File: src/hdl/ptt_pkg.sv
// ----------------------------------------------------------------------------
// ptt_pkg
// types, codes and constants of the periodic task timer table
// ----------------------------------------------------------------------------
package ptt_pkg;

	localparam int NUM_SLOTS_DEF = 8;
	localparam int MAX_RESULTS   = 8;
	localparam int SLOT_W        = 3;
	localparam int CMD_W         = 3;
	localparam int RUNS_W        = 16;
	localparam int PERIOD_W      = 15;
	localparam int CD_W          = 16;
	localparam int CMP_W         = 7;

	localparam logic [PERIOD_W-1:0] DEFAULT_PERIOD = 15'd30000;
	localparam logic [CD_W-1:0]     CD_SPENT       = 16'hFFFF;

	// command codes
	typedef enum logic [CMD_W-1:0] {
		CMD_TICK     = 3'd0,
		CMD_DISPATCH = 3'd1,
		CMD_START    = 3'd2,
		CMD_STOP     = 3'd3,
		CMD_RESUME   = 3'd4,
		CMD_SET_PER  = 3'd5
	} cmd_t;

	// one timer slot
	typedef struct packed {
		logic                     enabled;
		logic signed [RUNS_W-1:0] runs_left;
		logic [PERIOD_W-1:0]      period;
		logic signed [CD_W-1:0]   countdown;
		logic                     has_action;
	} slot_entry_t;

	// update unit result
	typedef struct packed {
		slot_entry_t nxt;
		logic        we;
		logic        serviced;
		logic        fired;
	} slot_upd_t;

endpackage

File: src/hdl/ptt_slot_mem.sv
// ----------------------------------------------------------------------------
// ptt_slot_mem
// slot table storage, one read and one write port, registered read,
// per-entry valid bits so a never-written slot reads as cleared
// ----------------------------------------------------------------------------
module ptt_slot_mem #(
	parameter int DEPTH = ptt_pkg::NUM_SLOTS_DEF,
	parameter int IDX_W = 3
) (
	input  logic                 clk,
	input  logic                 arst_n,
	input  logic                 rd_en,
	input  logic [IDX_W-1:0]     rd_addr,
	output ptt_pkg::slot_entry_t rd_data,
	input  logic                 wr_en,
	input  logic [IDX_W-1:0]     wr_addr,
	input  ptt_pkg::slot_entry_t wr_data
);

	ptt_pkg::slot_entry_t mem [DEPTH];
	logic [DEPTH-1:0]     valid_q;
	ptt_pkg::slot_entry_t data_q;
	logic                 data_vld_q;

	// storage write
	always_ff @(posedge clk) begin
		if (wr_en) begin
			mem[wr_addr] <= wr_data;
		end
	end

	// valid bits, cleared at reset
	always_ff @(posedge clk or negedge arst_n) begin
		if (!arst_n) begin
			valid_q <= '0;
		end else if (wr_en) begin
			valid_q[wr_addr] <= 1'b1;
		end
	end

	// registered read
	always_ff @(posedge clk) begin
		if (rd_en) begin
			data_q <= mem[rd_addr];
		end
	end

	always_ff @(posedge clk or negedge arst_n) begin
		if (!arst_n) begin
			data_vld_q <= 1'b0;
		end else if (rd_en) begin
			data_vld_q <= valid_q[rd_addr];
		end
	end

	assign rd_data = data_vld_q ? data_q : '0;

endmodule

File: src/hdl/ptt_slot_alu.sv
// ----------------------------------------------------------------------------
// ptt_slot_alu
// shared slot update unit: applies one command to one slot entry
// ----------------------------------------------------------------------------
module ptt_slot_alu (
	input  ptt_pkg::cmd_t                       cmd,
	input  ptt_pkg::slot_entry_t                cur,
	input  logic signed [ptt_pkg::RUNS_W-1:0]   run_count,
	input  logic [ptt_pkg::PERIOD_W-1:0]        period,
	input  logic                                has_action,
	output ptt_pkg::slot_upd_t                  upd
);

	logic cd_pos;
	logic runs_pos;
	logic due;

	assign cd_pos   = !cur.countdown[ptt_pkg::CD_W-1] && (cur.countdown != '0);
	assign runs_pos = !cur.runs_left[ptt_pkg::RUNS_W-1] && (cur.runs_left != '0);
	assign due      = cur.enabled && (cur.countdown == '0);

	always_comb begin
		upd.nxt      = cur;
		upd.we       = 1'b0;
		upd.serviced = 1'b0;
		upd.fired    = 1'b0;
		case (cmd)
			// count down every slot whose countdown is positive, enabled or not
			ptt_pkg::CMD_TICK: begin
				if (cd_pos) begin
					upd.nxt.countdown = cur.countdown - ptt_pkg::CD_W'(1);
					upd.we            = 1'b1;
				end
			end
			// service a due slot
			ptt_pkg::CMD_DISPATCH: begin
				if (due) begin
					upd.we            = 1'b1;
					upd.serviced      = 1'b1;
					upd.nxt.countdown = ptt_pkg::CD_SPENT;
					if (cur.runs_left != '0) begin
						upd.nxt.countdown = {1'b0, cur.period};
						upd.fired         = cur.has_action;
					end
					if (runs_pos) begin
						upd.nxt.runs_left = cur.runs_left - ptt_pkg::RUNS_W'(1);
						if (cur.runs_left == ptt_pkg::RUNS_W'(1)) begin
							upd.nxt.enabled = 1'b0;
						end
					end
				end
			end
			ptt_pkg::CMD_START: begin
				upd.we             = 1'b1;
				upd.nxt.enabled    = 1'b1;
				upd.nxt.runs_left  = run_count;
				upd.nxt.period     = period;
				upd.nxt.countdown  = {1'b0, period};
				upd.nxt.has_action = has_action;
			end
			ptt_pkg::CMD_STOP: begin
				upd.we          = 1'b1;
				upd.nxt.enabled = 1'b0;
			end
			ptt_pkg::CMD_RESUME: begin
				upd.we          = 1'b1;
				upd.nxt.enabled = 1'b1;
			end
			// zero period falls back to the default
			ptt_pkg::CMD_SET_PER: begin
				upd.we         = 1'b1;
				upd.nxt.period = (period == '0) ? ptt_pkg::DEFAULT_PERIOD : period;
			end
			default: begin
				upd.we = 1'b0;
			end
		endcase
	end

endmodule

File: src/hdl/periodic_task_timer_table.sv
// Periodic task timer table: NUM_SLOTS timer slots kept in a table with
// one read and one write port and registered read, updated by one shared
// slot unit under a small sequencer. One item is taken at a time; cmd_ready
// is high only while the sequencer is idle. Tick and dispatch walk the slots
// in ascending order, each slot read, then updated and written back;
// dispatch stops early after eight serviced slots. Start, stop, resume and
// set period touch one slot, and a slot index beyond the table touches none.
// The sequencer waits while the result channel stalls. Dispatch gives one
// result per serviced slot, or one idle result; every other command gives
// one result. The table reads as cleared after reset with no clearing pass.
// ----------------------------------------------------------------------------
// periodic_task_timer_table
// command-driven table of periodic timer slots
// ----------------------------------------------------------------------------
module periodic_task_timer_table #(
	parameter int NUM_SLOTS = ptt_pkg::NUM_SLOTS_DEF
) (
	input  logic                              clk,
	input  logic                              arst_n,
	input  logic                              cmd_valid,
	output logic                              cmd_ready,
	input  logic [ptt_pkg::CMD_W-1:0]         command,
	input  logic [ptt_pkg::SLOT_W-1:0]        slot,
	input  logic signed [ptt_pkg::RUNS_W-1:0] run_count,
	input  logic [ptt_pkg::PERIOD_W-1:0]      period,
	input  logic                              has_action,
	output logic                              res_valid,
	input  logic                              res_ready,
	output logic [ptt_pkg::SLOT_W-1:0]        slot_index,
	output logic                              serviced,
	output logic                              action_fired,
	output logic                              busy_res,
	output logic                              last
);

	localparam int IDX_W = (NUM_SLOTS > 1) ? $clog2(NUM_SLOTS) : 1;
	localparam int CNT_W = $clog2(ptt_pkg::MAX_RESULTS + 1);

	typedef enum logic [3:0] {
		ST_IDLE  = 4'b0001,
		ST_READ  = 4'b0010,
		ST_EXEC  = 4'b0100,
		ST_FLUSH = 4'b1000
	} state_t;

	state_t                              state_q;
	ptt_pkg::cmd_t                       cmd_q;
	logic [ptt_pkg::SLOT_W-1:0]          slot_q;
	logic signed [ptt_pkg::RUNS_W-1:0]   rc_q;
	logic [ptt_pkg::PERIOD_W-1:0]        per_q;
	logic                                act_q;
	logic [IDX_W-1:0]                    idx_q;
	logic [CNT_W-1:0]                    cnt_q;

	// held result: last one found, emitted when the next shows up or at the end
	logic [ptt_pkg::SLOT_W-1:0]          res_slot_q;
	logic                                res_serv_q;
	logic                                res_act_q;
	logic                                res_busy_q;
	logic                                res_ok_q;

	logic                                res_valid_q;
	logic [ptt_pkg::SLOT_W-1:0]          out_slot_q;
	logic                                out_serv_q;
	logic                                out_act_q;
	logic                                out_busy_q;
	logic                                out_last_q;

	logic                                accept;
	logic                                out_free;
	logic                                go;
	logic                                at_last_idx;
	logic [ptt_pkg::CMP_W-1:0]           slot_ext;
	logic [ptt_pkg::CMP_W-1:0]           idx_ext;
	logic                                slot_in_range;
	logic [CNT_W-1:0]                    cnt_inc;
	logic                                scan_done;

	logic                                out_load;
	logic [ptt_pkg::SLOT_W-1:0]          out_slot_d;
	logic                                out_serv_d;
	logic                                out_act_d;
	logic                                out_busy_d;
	logic                                out_last_d;

	ptt_pkg::slot_entry_t                rd_data;
	ptt_pkg::slot_upd_t                  upd;

	assign accept        = cmd_valid && cmd_ready;
	assign cmd_ready     = (state_q == ST_IDLE);
	assign out_free      = !res_valid_q || res_ready;
	assign go            = (state_q == ST_EXEC) && out_free;
	assign at_last_idx   = (idx_q == IDX_W'(NUM_SLOTS - 1));
	assign slot_ext      = ptt_pkg::CMP_W'(slot);
	assign idx_ext       = ptt_pkg::CMP_W'(idx_q);
	assign slot_in_range = (slot_ext < ptt_pkg::CMP_W'(NUM_SLOTS));
	assign cnt_inc       = cnt_q + CNT_W'(1);
	assign scan_done     = at_last_idx ||
		(upd.serviced && (cnt_inc == CNT_W'(ptt_pkg::MAX_RESULTS)));

	// slot table
	ptt_slot_mem #(
		.DEPTH (NUM_SLOTS),
		.IDX_W (IDX_W)
	) u_mem (
		.clk     (clk),
		.arst_n  (arst_n),
		.rd_en   (state_q == ST_READ),
		.rd_addr (idx_q),
		.rd_data (rd_data),
		.wr_en   (go && upd.we),
		.wr_addr (idx_q),
		.wr_data (upd.nxt)
	);

	// shared update unit
	ptt_slot_alu u_alu (
		.cmd        (cmd_q),
		.cur        (rd_data),
		.run_count  (rc_q),
		.period     (per_q),
		.has_action (act_q),
		.upd        (upd)
	);

	// result register load: an earlier dispatch result, or the final one
	always_comb begin
		out_load   = 1'b0;
		out_slot_d = res_slot_q;
		out_serv_d = res_serv_q;
		out_act_d  = res_act_q;
		out_busy_d = res_busy_q;
		out_last_d = 1'b1;
		if (go && (cmd_q == ptt_pkg::CMD_DISPATCH) && upd.serviced && res_ok_q) begin
			out_load   = 1'b1;
			out_last_d = 1'b0;
		end else if ((state_q == ST_FLUSH) && out_free) begin
			out_load = 1'b1;
			if (!res_ok_q) begin
				out_slot_d = '0;
				out_serv_d = 1'b0;
				out_act_d  = 1'b0;
				out_busy_d = 1'b0;
			end
		end
	end

	// sequencer
	always_ff @(posedge clk or negedge arst_n) begin
		if (!arst_n) begin
			state_q  <= ST_IDLE;
			idx_q    <= '0;
			cnt_q    <= '0;
			res_ok_q <= 1'b0;
		end else begin
			case (state_q)
				ST_IDLE: begin
					if (accept) begin
						cnt_q    <= '0;
						res_ok_q <= (ptt_pkg::cmd_t'(command) != ptt_pkg::CMD_DISPATCH);
						if ((ptt_pkg::cmd_t'(command) == ptt_pkg::CMD_TICK) ||
							(ptt_pkg::cmd_t'(command) == ptt_pkg::CMD_DISPATCH)) begin
							idx_q   <= '0;
							state_q <= ST_READ;
						end else if (slot_in_range) begin
							idx_q   <= slot_ext[IDX_W-1:0];
							state_q <= ST_READ;
						end else begin
							state_q <= ST_FLUSH;
						end
					end
				end
				ST_READ: begin
					state_q <= ST_EXEC;
				end
				ST_EXEC: begin
					if (go) begin
						case (cmd_q)
							ptt_pkg::CMD_TICK: begin
								if (at_last_idx) begin
									state_q <= ST_FLUSH;
								end else begin
									idx_q   <= idx_q + IDX_W'(1);
									state_q <= ST_READ;
								end
							end
							ptt_pkg::CMD_DISPATCH: begin
								if (upd.serviced) begin
									cnt_q    <= cnt_inc;
									res_ok_q <= 1'b1;
								end
								if (scan_done) begin
									state_q <= ST_FLUSH;
								end else begin
									idx_q   <= idx_q + IDX_W'(1);
									state_q <= ST_READ;
								end
							end
							default: begin
								state_q <= ST_FLUSH;
							end
						endcase
					end
				end
				ST_FLUSH: begin
					if (out_free) begin
						state_q <= ST_IDLE;
					end
				end
				default: begin
					state_q <= ST_IDLE;
				end
			endcase
		end
	end

	// item fields and held result
	always_ff @(posedge clk) begin
		if (accept) begin
			cmd_q      <= ptt_pkg::cmd_t'(command);
			slot_q     <= slot;
			rc_q       <= run_count;
			per_q      <= period;
			act_q      <= has_action;
			res_slot_q <= slot;
			res_serv_q <= 1'b0;
			res_act_q  <= 1'b0;
			res_busy_q <= 1'b0;
		end else if (go) begin
			case (cmd_q)
				ptt_pkg::CMD_TICK: begin
					if (idx_ext == ptt_pkg::CMP_W'(slot_q)) begin
						res_busy_q <= rd_data.enabled;
					end
				end
				ptt_pkg::CMD_DISPATCH: begin
					if (upd.serviced) begin
						res_slot_q <= idx_ext[ptt_pkg::SLOT_W-1:0];
						res_serv_q <= 1'b1;
						res_act_q  <= upd.fired;
						res_busy_q <= upd.nxt.enabled;
					end
				end
				default: begin
					res_busy_q <= upd.nxt.enabled;
				end
			endcase
		end
	end

	// output register
	always_ff @(posedge clk or negedge arst_n) begin
		if (!arst_n) begin
			res_valid_q <= 1'b0;
		end else if (out_load) begin
			res_valid_q <= 1'b1;
		end else if (res_ready) begin
			res_valid_q <= 1'b0;
		end
	end

	always_ff @(posedge clk) begin
		if (out_load) begin
			out_slot_q <= out_slot_d;
			out_serv_q <= out_serv_d;
			out_act_q  <= out_act_d;
			out_busy_q <= out_busy_d;
			out_last_q <= out_last_d;
		end
	end

	assign res_valid    = res_valid_q;
	assign slot_index   = out_slot_q;
	assign serviced     = out_serv_q;
	assign action_fired = out_act_q;
	assign busy_res     = out_busy_q;
	assign last         = out_last_q;

endmodule

File: config.mk
export PLATFORM = sky130hd
export DESIGN_NAME = periodic_task_timer_table
export DESIGN_NICKNAME = d
export VERILOG_FILES = /design/src/hdl/ptt_pkg.sv /design/src/hdl/ptt_slot_mem.sv /design/src/hdl/ptt_slot_alu.sv /design/src/hdl/periodic_task_timer_table.sv
export SDC_FILE = /design/constraint.sdc
export NUM_CORES = 1
export LEC_CHECK = 0
export BUFFER_PORTS_ARGS = -buffer_cell sky130_fd_sc_hd__buf_2
export CORE_ASPECT_RATIO = 1.4
export CORE_MARGIN = 4
export CORE_UTILIZATION = 30
export DETAILED_ROUTE_END_ITERATION = 10
export PLACE_DENSITY = 0.55
export SETUP_SLACK_MARGIN = 0.15
export SLEW_MARGIN = 40
export SYNTH_ARGS = -nofsm -noshare
export SYNTH_HDL_FRONTEND = slang
export SYNTH_SLANG_ARGS = --single-unit
File: constraint.sdc
create_clock -name clk -period 15.7 [get_ports clk]
set_clock_uncertainty 0.1 [all_clocks]
set_input_delay 3.14 -clock clk [delete_from_list [all_inputs] [get_ports clk]]
set_output_delay 3.14 -clock clk [all_outputs]
set_load 0.05 [all_outputs]
Yosys cells after proc, flatten, opt, wreduce, memory -nomap -nowiden

Memory sizes are Yosys's and may differ from the RTL's. A register that Yosys moved wholly into a read port is not among the register bits.
Cells that the tools add are included.

$add $sub $neg: 4
Bitwise operators: 1
Equality and inequality tests: 26
$lt $le $gt $ge: 3
Muxes and demuxes: 75
Reduce and logical (&&, ||, !) cells: 37

Operators with widths:

| cell                  | number |
|---|---|
| $mux 49               | 1 |
| $mux 16               | 3 |
| $pmux 16 s3           | 1 |
| $mux 4                | 11 |
| $mux 3                | 14 |
| $mux 17               | 2 |
| $pmux 16 s2           | 1 |
| $reduce_bool 16->1    | 2 |
| $sub 16x2->16 const B | 2 |
| $pmux 15 s2           | 1 |
| $mux 1                | 28 |
| $eq 16x2->1 const B   | 1 |
| $logic_not 16->1      | 1 |
| $pmux 4 s2            | 2 |
| $pmux 4 s4            | 1 |
| $logic_not 15->1      | 1 |
| $mux 15               | 1 |
| $logic_and 1x1->1     | 12 |
| $pmux 3 s2            | 2 |
| $reduce_and 3->1      | 4 |
| $ne 2x2->1 const B    | 5 |
| $reduce_bool 2->1     | 5 |
| $eq 3x3->1 const B    | 3 |
| $ne 3x1->1 const B    | 3 |
| other kinds (26)      | 39 |

Bits in writable memories: 392
Output and inout port bits: 9
Bits of input ports: 42
Bits in registers: 73
Word-level logic and storage cells: 168
Memories kept: 1

Memory list:

| memory    | depth | bits a word | read ports | clocked after Yosys merged registers in | wr ports | RTL line           | text |
|---|---|---|---|---|---|---|---|
| u_mem.mem | 8     | 49          | 1          | 1                                       | 1        | ptt_slot_mem.sv:20 | `ptt_pkg::slot_entry_t mem [DEPTH];` |

Longest topological paths before layout

Gate-level depths: netlist (run 1).

Depth in word-level cells: 11
Depth in mapped cells: 11
Mapped depth without buffers: 9

Hierarchy

Synthesis (run 1) repeated with hierarchy kept, for this count alone.

Cell total of the unflattened synthesis: 1234
Area total of the unflattened synthesis: 21658.3 µm²

Modules (own cells, without submodules):

| module                    | area each (µm²) | seq. area each (µm²) | cells each | times used |
|---|---|---|---|---|
| ptt_slot_mem              | 16925.0         | 13467.9              | 707        | 1 |
| periodic_task_timer_table | 2468.6          | 1828.0               | 168        | 1 |
| ptt_slot_alu              | 2264.7          | 0.0                  | 359        | 1 |

Worst setup path after synthesis (run 1)

Ideal clock, no wire load.

Kind: in2reg
From: input res_ready
To: memory u_mem.mem[0][0] in the netlist's numbering (enable)
Setup time: 597 ps
Path buffers: 1
Path slack: 6285 ps
Required time: 15003 ps
Arrival time: 8718 ps
Stages: 4
Cell sequence: nand2b_1 > nand2_1 > clkbuf_1 > nor4b_1

Longest elaborated chain between the ends: 5

RTL lines:

| element                      | RTL line                         | text |
|---|---|---|
| start: declaration           | periodic_task_timer_table.sv:28  | `input logic res_ready,` |
| $logic_or 1x1->1             | periodic_task_timer_table.sv:91  | `assign out_free = !res_valid_q \|\| res_ready;` |
| $logic_and 1x1->1            | periodic_task_timer_table.sv:92  | `assign go = (state_q == ST_EXEC) && out_free;` |
| $logic_and 1x1->1            | periodic_task_timer_table.sv:111 | `.wr_en (go && upd.we),` |
| $mux 1                       | ptt_slot_mem.sv:27               | `if (wr_en) begin` |
| $mux 1 (implied by the code) | ptt_slot_mem.sv:28               | `mem[wr_addr] <= wr_data;` |
| end: declaration             | ptt_slot_mem.sv:20               |  |

Every way passes these cells.

Worst setup path in the final report (run 1)

From: input res_ready
To: memory u_mem.mem[1][37] in the netlist's numbering (enable)

Same word-level chain as after synthesis.

==> impl_metrics.yaml, run 1 <==
status:
  status: "finished clean"
sta:
  finalHoldViolations: 0
  timing.fmax_ghz: 0.178
  timing.final.crit_period_ns: 5.62
  rsz0062_at_grt: "false"
  setup_tns_ns: 0
  finalSetupViolations: 0
  slew_viol_final: 0
  worst_pin_slew_ns: 0.879
  fin_ws_ns: 10.08
  post-route-period-util_pct: 35.8
  max_slew_margin_pct: 41.3
placement:
  dp_hpwl_microns: 32500
  dpl_cell_area_sq_um: 21900
  dp_slack_ns: 9.50
  finalWeightedCongestion: 0.902
  io_buffers: 50
min_path:
  hold_class: "flip-flop to flip-flop"
flow_run:
  cap_violations: 0
setup_path:
  slowest_stage: "and2_2"
  cp_cell_sequence: "buf_2 -> nand2b_1 -> nand2_1 -> nor3_1 -> and2_2 -> buf_4"
  crit_arrival_ns: 5.73
  path_buf_inv: 2
  cp_max_fo: 31
  critical-path-top-delay-family: "simple AND/OR/NAND/NOR gates"
  startpoint_type: "input pin"
  crit_required_ns: 15.81
  path_class: "input pin to flip-flop"
  max_stage_delay_ns: 0.71
  end_kind: "flip-flop"
route:
  wl_per_cell_microns: 24.8
  drc: 0
  drtAntennaViolNets: 0
  vias_per_cell: 5.59
  drt_wl_total_microns: 57000
  drt_pre_antenna_iters: 6
  vias: 12800
  drtIter0Drc: 1235
logic_synthesis:
  ys_ff_latch: 514
  synth_fp_nets: 1395
  synth_top_cell_area_share_pct: 71.7
  syn_inst: 1345
  synth_top_area_cell: "edfxtp_1"
  synth_most_common_cell: "edfxtp_1"
  synth_area_per_cell_sq_um: 15.2
  synth_edf_count: 489
  synth_area_leaders: "edfxtp_1 72%, a22oi_1 7.6%, dfrtp_1 2.6%"
  synth-main-ff-cell: "edfxtp_1"
  yosysUniqueCellTypes: 80
  yosysSeqAreaShare_pct: 74.7
  syn_area_sq_um: 20500
  synth_commonest_cells: "489 x edfxtp_1, 207 x a22oi_1, 90 x nand2_1, 75 x clkbuf_1, 57 x nand4_1"
  ys_warn_count: 0
  async_reset_ff_share_pct: 4.28
final_layout:
  final_nets: 1447
  fin_area_sq_um: 23400
  finish.utilization_pct: 34.6
  drive_gt1_share_pct: 14.3
  area_growth_pct: 14.3
  fillCellCount: 6394
floorplan:
  die_area_sq_um: 72600
  rows: 113
  fp.dieH_microns: 317
  ios: 51
  core_area_sq_um: 67700
  start_util_pct: 30.2
  fp.dieW_microns: 229
clock_network:
  clk_pin_slew_ns: 0.06
  post-cts-setup-buffers: 0
  cts_buffers: 47
  cts_root_buffer: "clkbuf_16"
  postCtsHoldBufs: 0
  cts.path.max_buffers: 3
  numClockSinks: 514
  htree_levels: 2
  post_cts_resized: 0
  cts_tree: "built"
  clk_latency_ns: 0.59
grt:
  track_usage_pct: 15.3
  grt_start_max_net_pins: 58
  grt_first_pass_wirelength_microns: 84600
  overflow: 0
  grt_pass1_vias: 13000
  antenna_found_initial: 2
pwr:
  p_per_area_nw_per_um2: 169
  p_leak_nw: 7.46
  ir_worst_vdd_mv: 0.0812
## registers in the layout (all words and copies together) (netlist names), 3 cells and up
name / count
res_slot_q: 3
u_mem.data_q: 49
slot_q: 3
slot_index: 3
cnt_q: 4
idx_q: 3
cmd_q: 3
rc_q: 16
u_mem.mem: 392
per_q: 15
state_q: 4
u_mem.valid_q: 8
## report_power, final
part / switching [mW] / leakage (nW) / internal [mW]
clock: 0.496 / 0.734 / 0.622
sequential: 0.0880 / 4.79 / 1.76
combinational: 0.709 / 1.94 / 0.288
## metal layers
metal  vias to the layer above  track usage (%)  routed length, microns
li1                       5592                -                       -
met4                         2             5.12                    1560
met2                       505             27.2                   28900
met5                         -                0                      13
met1                      6638             19.2                   23100
met3                        99             2.02                    3380
## cell usage in the layout (no fill, tap or decap), types with 4 or more instances in the layout
cell	instances
edfxtp_1	489
a22oi_1	207
nand2_1	89
nand4_1	57
buf_2	50
clkbuf_16	48
a21oi_1	38
o21ai_0	34
nor2_1	33
buf_4	33
nand3_1	23
dfrtp_1	20
inv_1	16
nor3_1	15
nor4_1	14
o21ai_1	13
or3_1	12
a21o_1	11
a32oi_1	11
clkinv_2	11
nor2b_1	10
a31oi_1	9
clkbuf_1	9
ha_1	8
and2_1	6
o211ai_1	6
o31ai_1	6
xnor2_1	6
mux2_2	6
nor4b_2	6
o21a_1	5
or2_1	5
clkinv_1	5
o311ai_0	4
a221oi_1	4
or4_1	4
and2_2	4
## worst paths after layout
check                                             start                           end  slack, ns  cells past startpoint
max reg2reg                u_mem.data_vld_q$_DFFE_PN0N_    u_mem.mem[1][37]$_DFFE_PP_      10.22                      9
min in group asynchronous                        arst_n          idx_q[2]$_DFFE_PN0P_       2.44                      1
min                             res_serv_q$_SDFFE_PP0N_       res_serv_q$_SDFFE_PP0N_       0.36                      2
max                                           res_ready    u_mem.mem[1][37]$_DFFE_PP_      10.08                      6
max in group asynchronous                        arst_n  u_mem.data_vld_q$_DFFE_PN0N_      12.66                      1
min reg2reg                     res_serv_q$_SDFFE_PP0N_       res_serv_q$_SDFFE_PP0N_       0.36                      2
## area by class of cell
cell class	count	area (sq um)	share of cell area [%]
Antenna cell	2	5.00	0.0214
Clock buffer	59	1260	5.39
Clock inverter	26	230	0.984
Inverter	17	63.8	0.273
Multi-Input combinational cell	732	4940	21.1
Sequential cell	514	15300	65.4
Tap cell	862	1080	4.61
Timing Repair Buffer	85	529	2.26
## logic make-up (layout without fill, tap and decap cells)
logic type | Yosys count | after routing | share of synthesized area (%)
other | 0 | 2 | 0
multiplexers | 8 | 8 | 0.428
adder cells (fa/ha/maj) | 8 | 8 | 0.489
buffers and inverters | 99 | 187 | 1.83
AO/OA/AOI/OAI | 398 | 398 | 14.2
AND/OR/NAND/NOR | 310 | 310 | 7.98
flip-flops | 514 | 514 | 74.7
XOR/XNOR | 8 | 8 | 0.342
## per-stage QoR
step | power, mW | instances | hold WS [ns]
floorplan | 2.46 | 1345 | 0.322
global placement | 2.83 | 2209 | 0.346
detailed placement | 2.86 | 2210 | 0.350
CTS | 3.97 | 2295 | 0.366
global route | 4.12 | 2295 | 0.382
finish | 3.96 | 2297 | 0.362
## worst min-delay path: stages (launching register included)
cell     delay [ns]
dfxtp_1        0.32
nor2_1         0.04
nor2_1         0.06
Note: power is estimated with default switching activity, not from simulation.
==> run 2: changes to the inputs <==
PLACE_DENSITY = 0.57   (was 0.55)
clock period = 4.75 ns   (was 15.7 ns; I/O delays follow)
==> run 2 against run 1 <==
- combinational power rose to 3.4 times the previous value
- worst setup slack got worse by 9.5 ns
- cell count rose by 0.65%
- critical endpoint is now u_mem.mem[4][35]$_DFFE_PP_
- sequential share of layout area fell by 0.62 points
- highest routed layer is now met4
- sequential power rose to 3.3 times the previous value
==> impl_metrics.yaml, run 2 (synthesis results as in run 1) <==
pwr:
  power.share.sequential_pct: 46.1
  p_comb_share_pct: 25.1
  p_leak_nw: 7.57
  switching_share_pct: 32.4
  clkPwrFrac_pct: 28.8
  ir_worst_vdd_mv: 0.226
  intPower_mw: 8.98
  power_mw: 13.3
  p_per_area_nw_per_um2: 562
  power_switching_mw: 4.31
sta:
  finalSetupViolations: 0
  timing.fmax_ghz: 0.240
  worst_pin_slew_ns: 0.887
  whs_ns: 0.272
  timing.final.crit_period_ns: 4.16
  max_slew_margin_pct: 40.8
  fin_ws_ns: 0.590
  rsz0062_at_grt: "false"
  post-route-period-util_pct: 87.6
  finalHoldViolations: 0
  slew_viol_final: 0
clock_network:
  post_cts_resized: 0
  cts_buffers: 47
  clk_pin_slew_ns: 0.06
  htree_levels: 2
  cts_tree: "built"
  cts_root_buffer: "clkbuf_16"
  cts.path.max_buffers: 3
  postCtsHoldBufs: 0
  post-cts-setup-buffers: 0
  clk_latency_ns: 0.58
  numClockSinks: 514
final_layout:
  top_regs: "u_mem.mem: 392 flops, u_mem.data_q: 49 flops, rc_q: 16 flops"
  largest_reg_flops: 392
  fin_area_sq_um: 23600
  top_register: "u_mem.mem"
  final_common_cell: "edfxtp_1"
  drive_gt1_share_pct: 14.8
  final_cell_mix: "489 x edfxtp_1, 207 x a22oi_1, 90 x nand2_1"
  final_nets: 1461
  final_cells: 2312
  area_growth_pct: 15.4
floorplan:
  die_area_sq_um: 72600
  ios: 51
  fp.dieW_microns: 229
  start_util_pct: 30.2
  core_area_sq_um: 67700
  fp.dieH_microns: 317
  rows: 113
setup_path:
  end_kind: "flip-flop"
  crit_arrival_ns: 4.36
  cp_max_fo: 31
  reg2regPathDepth: 7
  r2r-start: "u_mem.data_q[5]$_DFFE_PN_"
  crit_end: "u_mem.mem[4][35]$_DFFE_PP_"
  startpoint: "u_mem.data_q[5]$_DFFE_PN_"
  crit_required_ns: 4.95
  path_class: "flip-flop to flip-flop"
  rrSetupSlack_ns: 0.59
  r2r_end: "u_mem.mem[4][35]$_DFFE_PP_"
  startpoint_type: "flip-flop"
placement:
  dp_hpwl_microns: 33900
  io_buffers: 50
  finalWeightedCongestion: 0.901
  dpl_cell_area_sq_um: 22000
  placedCellCount: 2223
  dp_slack_ns: 0.720
grt:
  antenna_found_initial: 2
  grt_start_max_net_pins: 54
  grt_pass1_vias: 13000
  grt_first_pass_wirelength_microns: 85200
  overflow: 0
  track_usage_pct: 15.4
route:
  drtIter0Drc: 1252
  drt_pre_antenna_iters: 5
  drtAntennaViolNets: 0
  drc: 0
  vias_per_cell: 5.53
  wl_per_cell_microns: 25.1
  drt_wl_total_microns: 57900
  vias: 12800
flow_run:
  cap_violations: 0
min_path:
  hold_class: "input pin to async pin"
status:
  status: "finished clean"
-- run 2: worst min-delay path by stage --
stage	start	endpoint	slack [ns]	cells past startpoint
after floorplan	u_mem.valid_q[7]$_DFFE_PN0P_	u_mem.valid_q[7]$_DFFE_PN0P_	0.32	1
after global placement	u_mem.valid_q[4]$_DFFE_PN0P_	u_mem.valid_q[4]$_DFFE_PN0P_	0.35	1
after detailed placement	u_mem.valid_q[1]$_DFFE_PN0P_	u_mem.valid_q[1]$_DFFE_PN0P_	0.35	1
after CTS	arst_n	idx_q[2]$_DFFE_PN0P_	0.28	1
after global routing	arst_n	idx_q[2]$_DFFE_PN0P_	0.30	1
final	arst_n	idx_q[2]$_DFFE_PN0P_	0.27	1
-- run 2: layout make-up --
type,count,area (sq um)
Antenna cell,2,5.00
Clock buffer,58,1240
Timing Repair Buffer,99,648
Inverter,17,63.8
Tap cell,862,1080
Multi-Input combinational cell,732,4990
Fill cell,6362,44100
Clock inverter,28,307
Sequential cell,514,15300
-- run 2: stage by stage --
step                      TNS, ns  util, %
final                           0     34.9
after floorplan           -113.41        -
after detailed placement        0     32.5
after global placement          0     32.5
after global routing            0     34.9
after CTS                       0     34.8
-- run 2: power by group through the flow --
| stage | clock (mW) | sequential (mW) | combinational, mW |
|---|---|---|---|
| 3_3_place_gp | 0 | 6.21 | 3.24 |
| 6_report | 3.82 | 6.12 | 3.34 |
| 3_5_place_dp | 0 | 6.21 | 3.30 |
| 2_1_floorplan | 0 | 6.01 | 2.13 |
| 4_1_cts | 3.91 | 6.12 | 3.31 |
| 5_1_grt | 4.09 | 6.14 | 3.60 |
-- run 2: metal layers --
metal,track usage [%],part of all wire [%]
met1,19.5,41
met2,27.2,50
met3,2.28,5.9
met4,5.26,3.2
met5,0,0
-- run 2: worst max-delay path, cell delays in order (launching register included) --
cell	delay, ns
edfxtp_1	0.53
o41ai_4	0.51
nand3_1	0.32
o21a_1	0.36
a2111oi_4	0.86
nor3_1	0.32
and2_2	0.53
buf_12	0.31
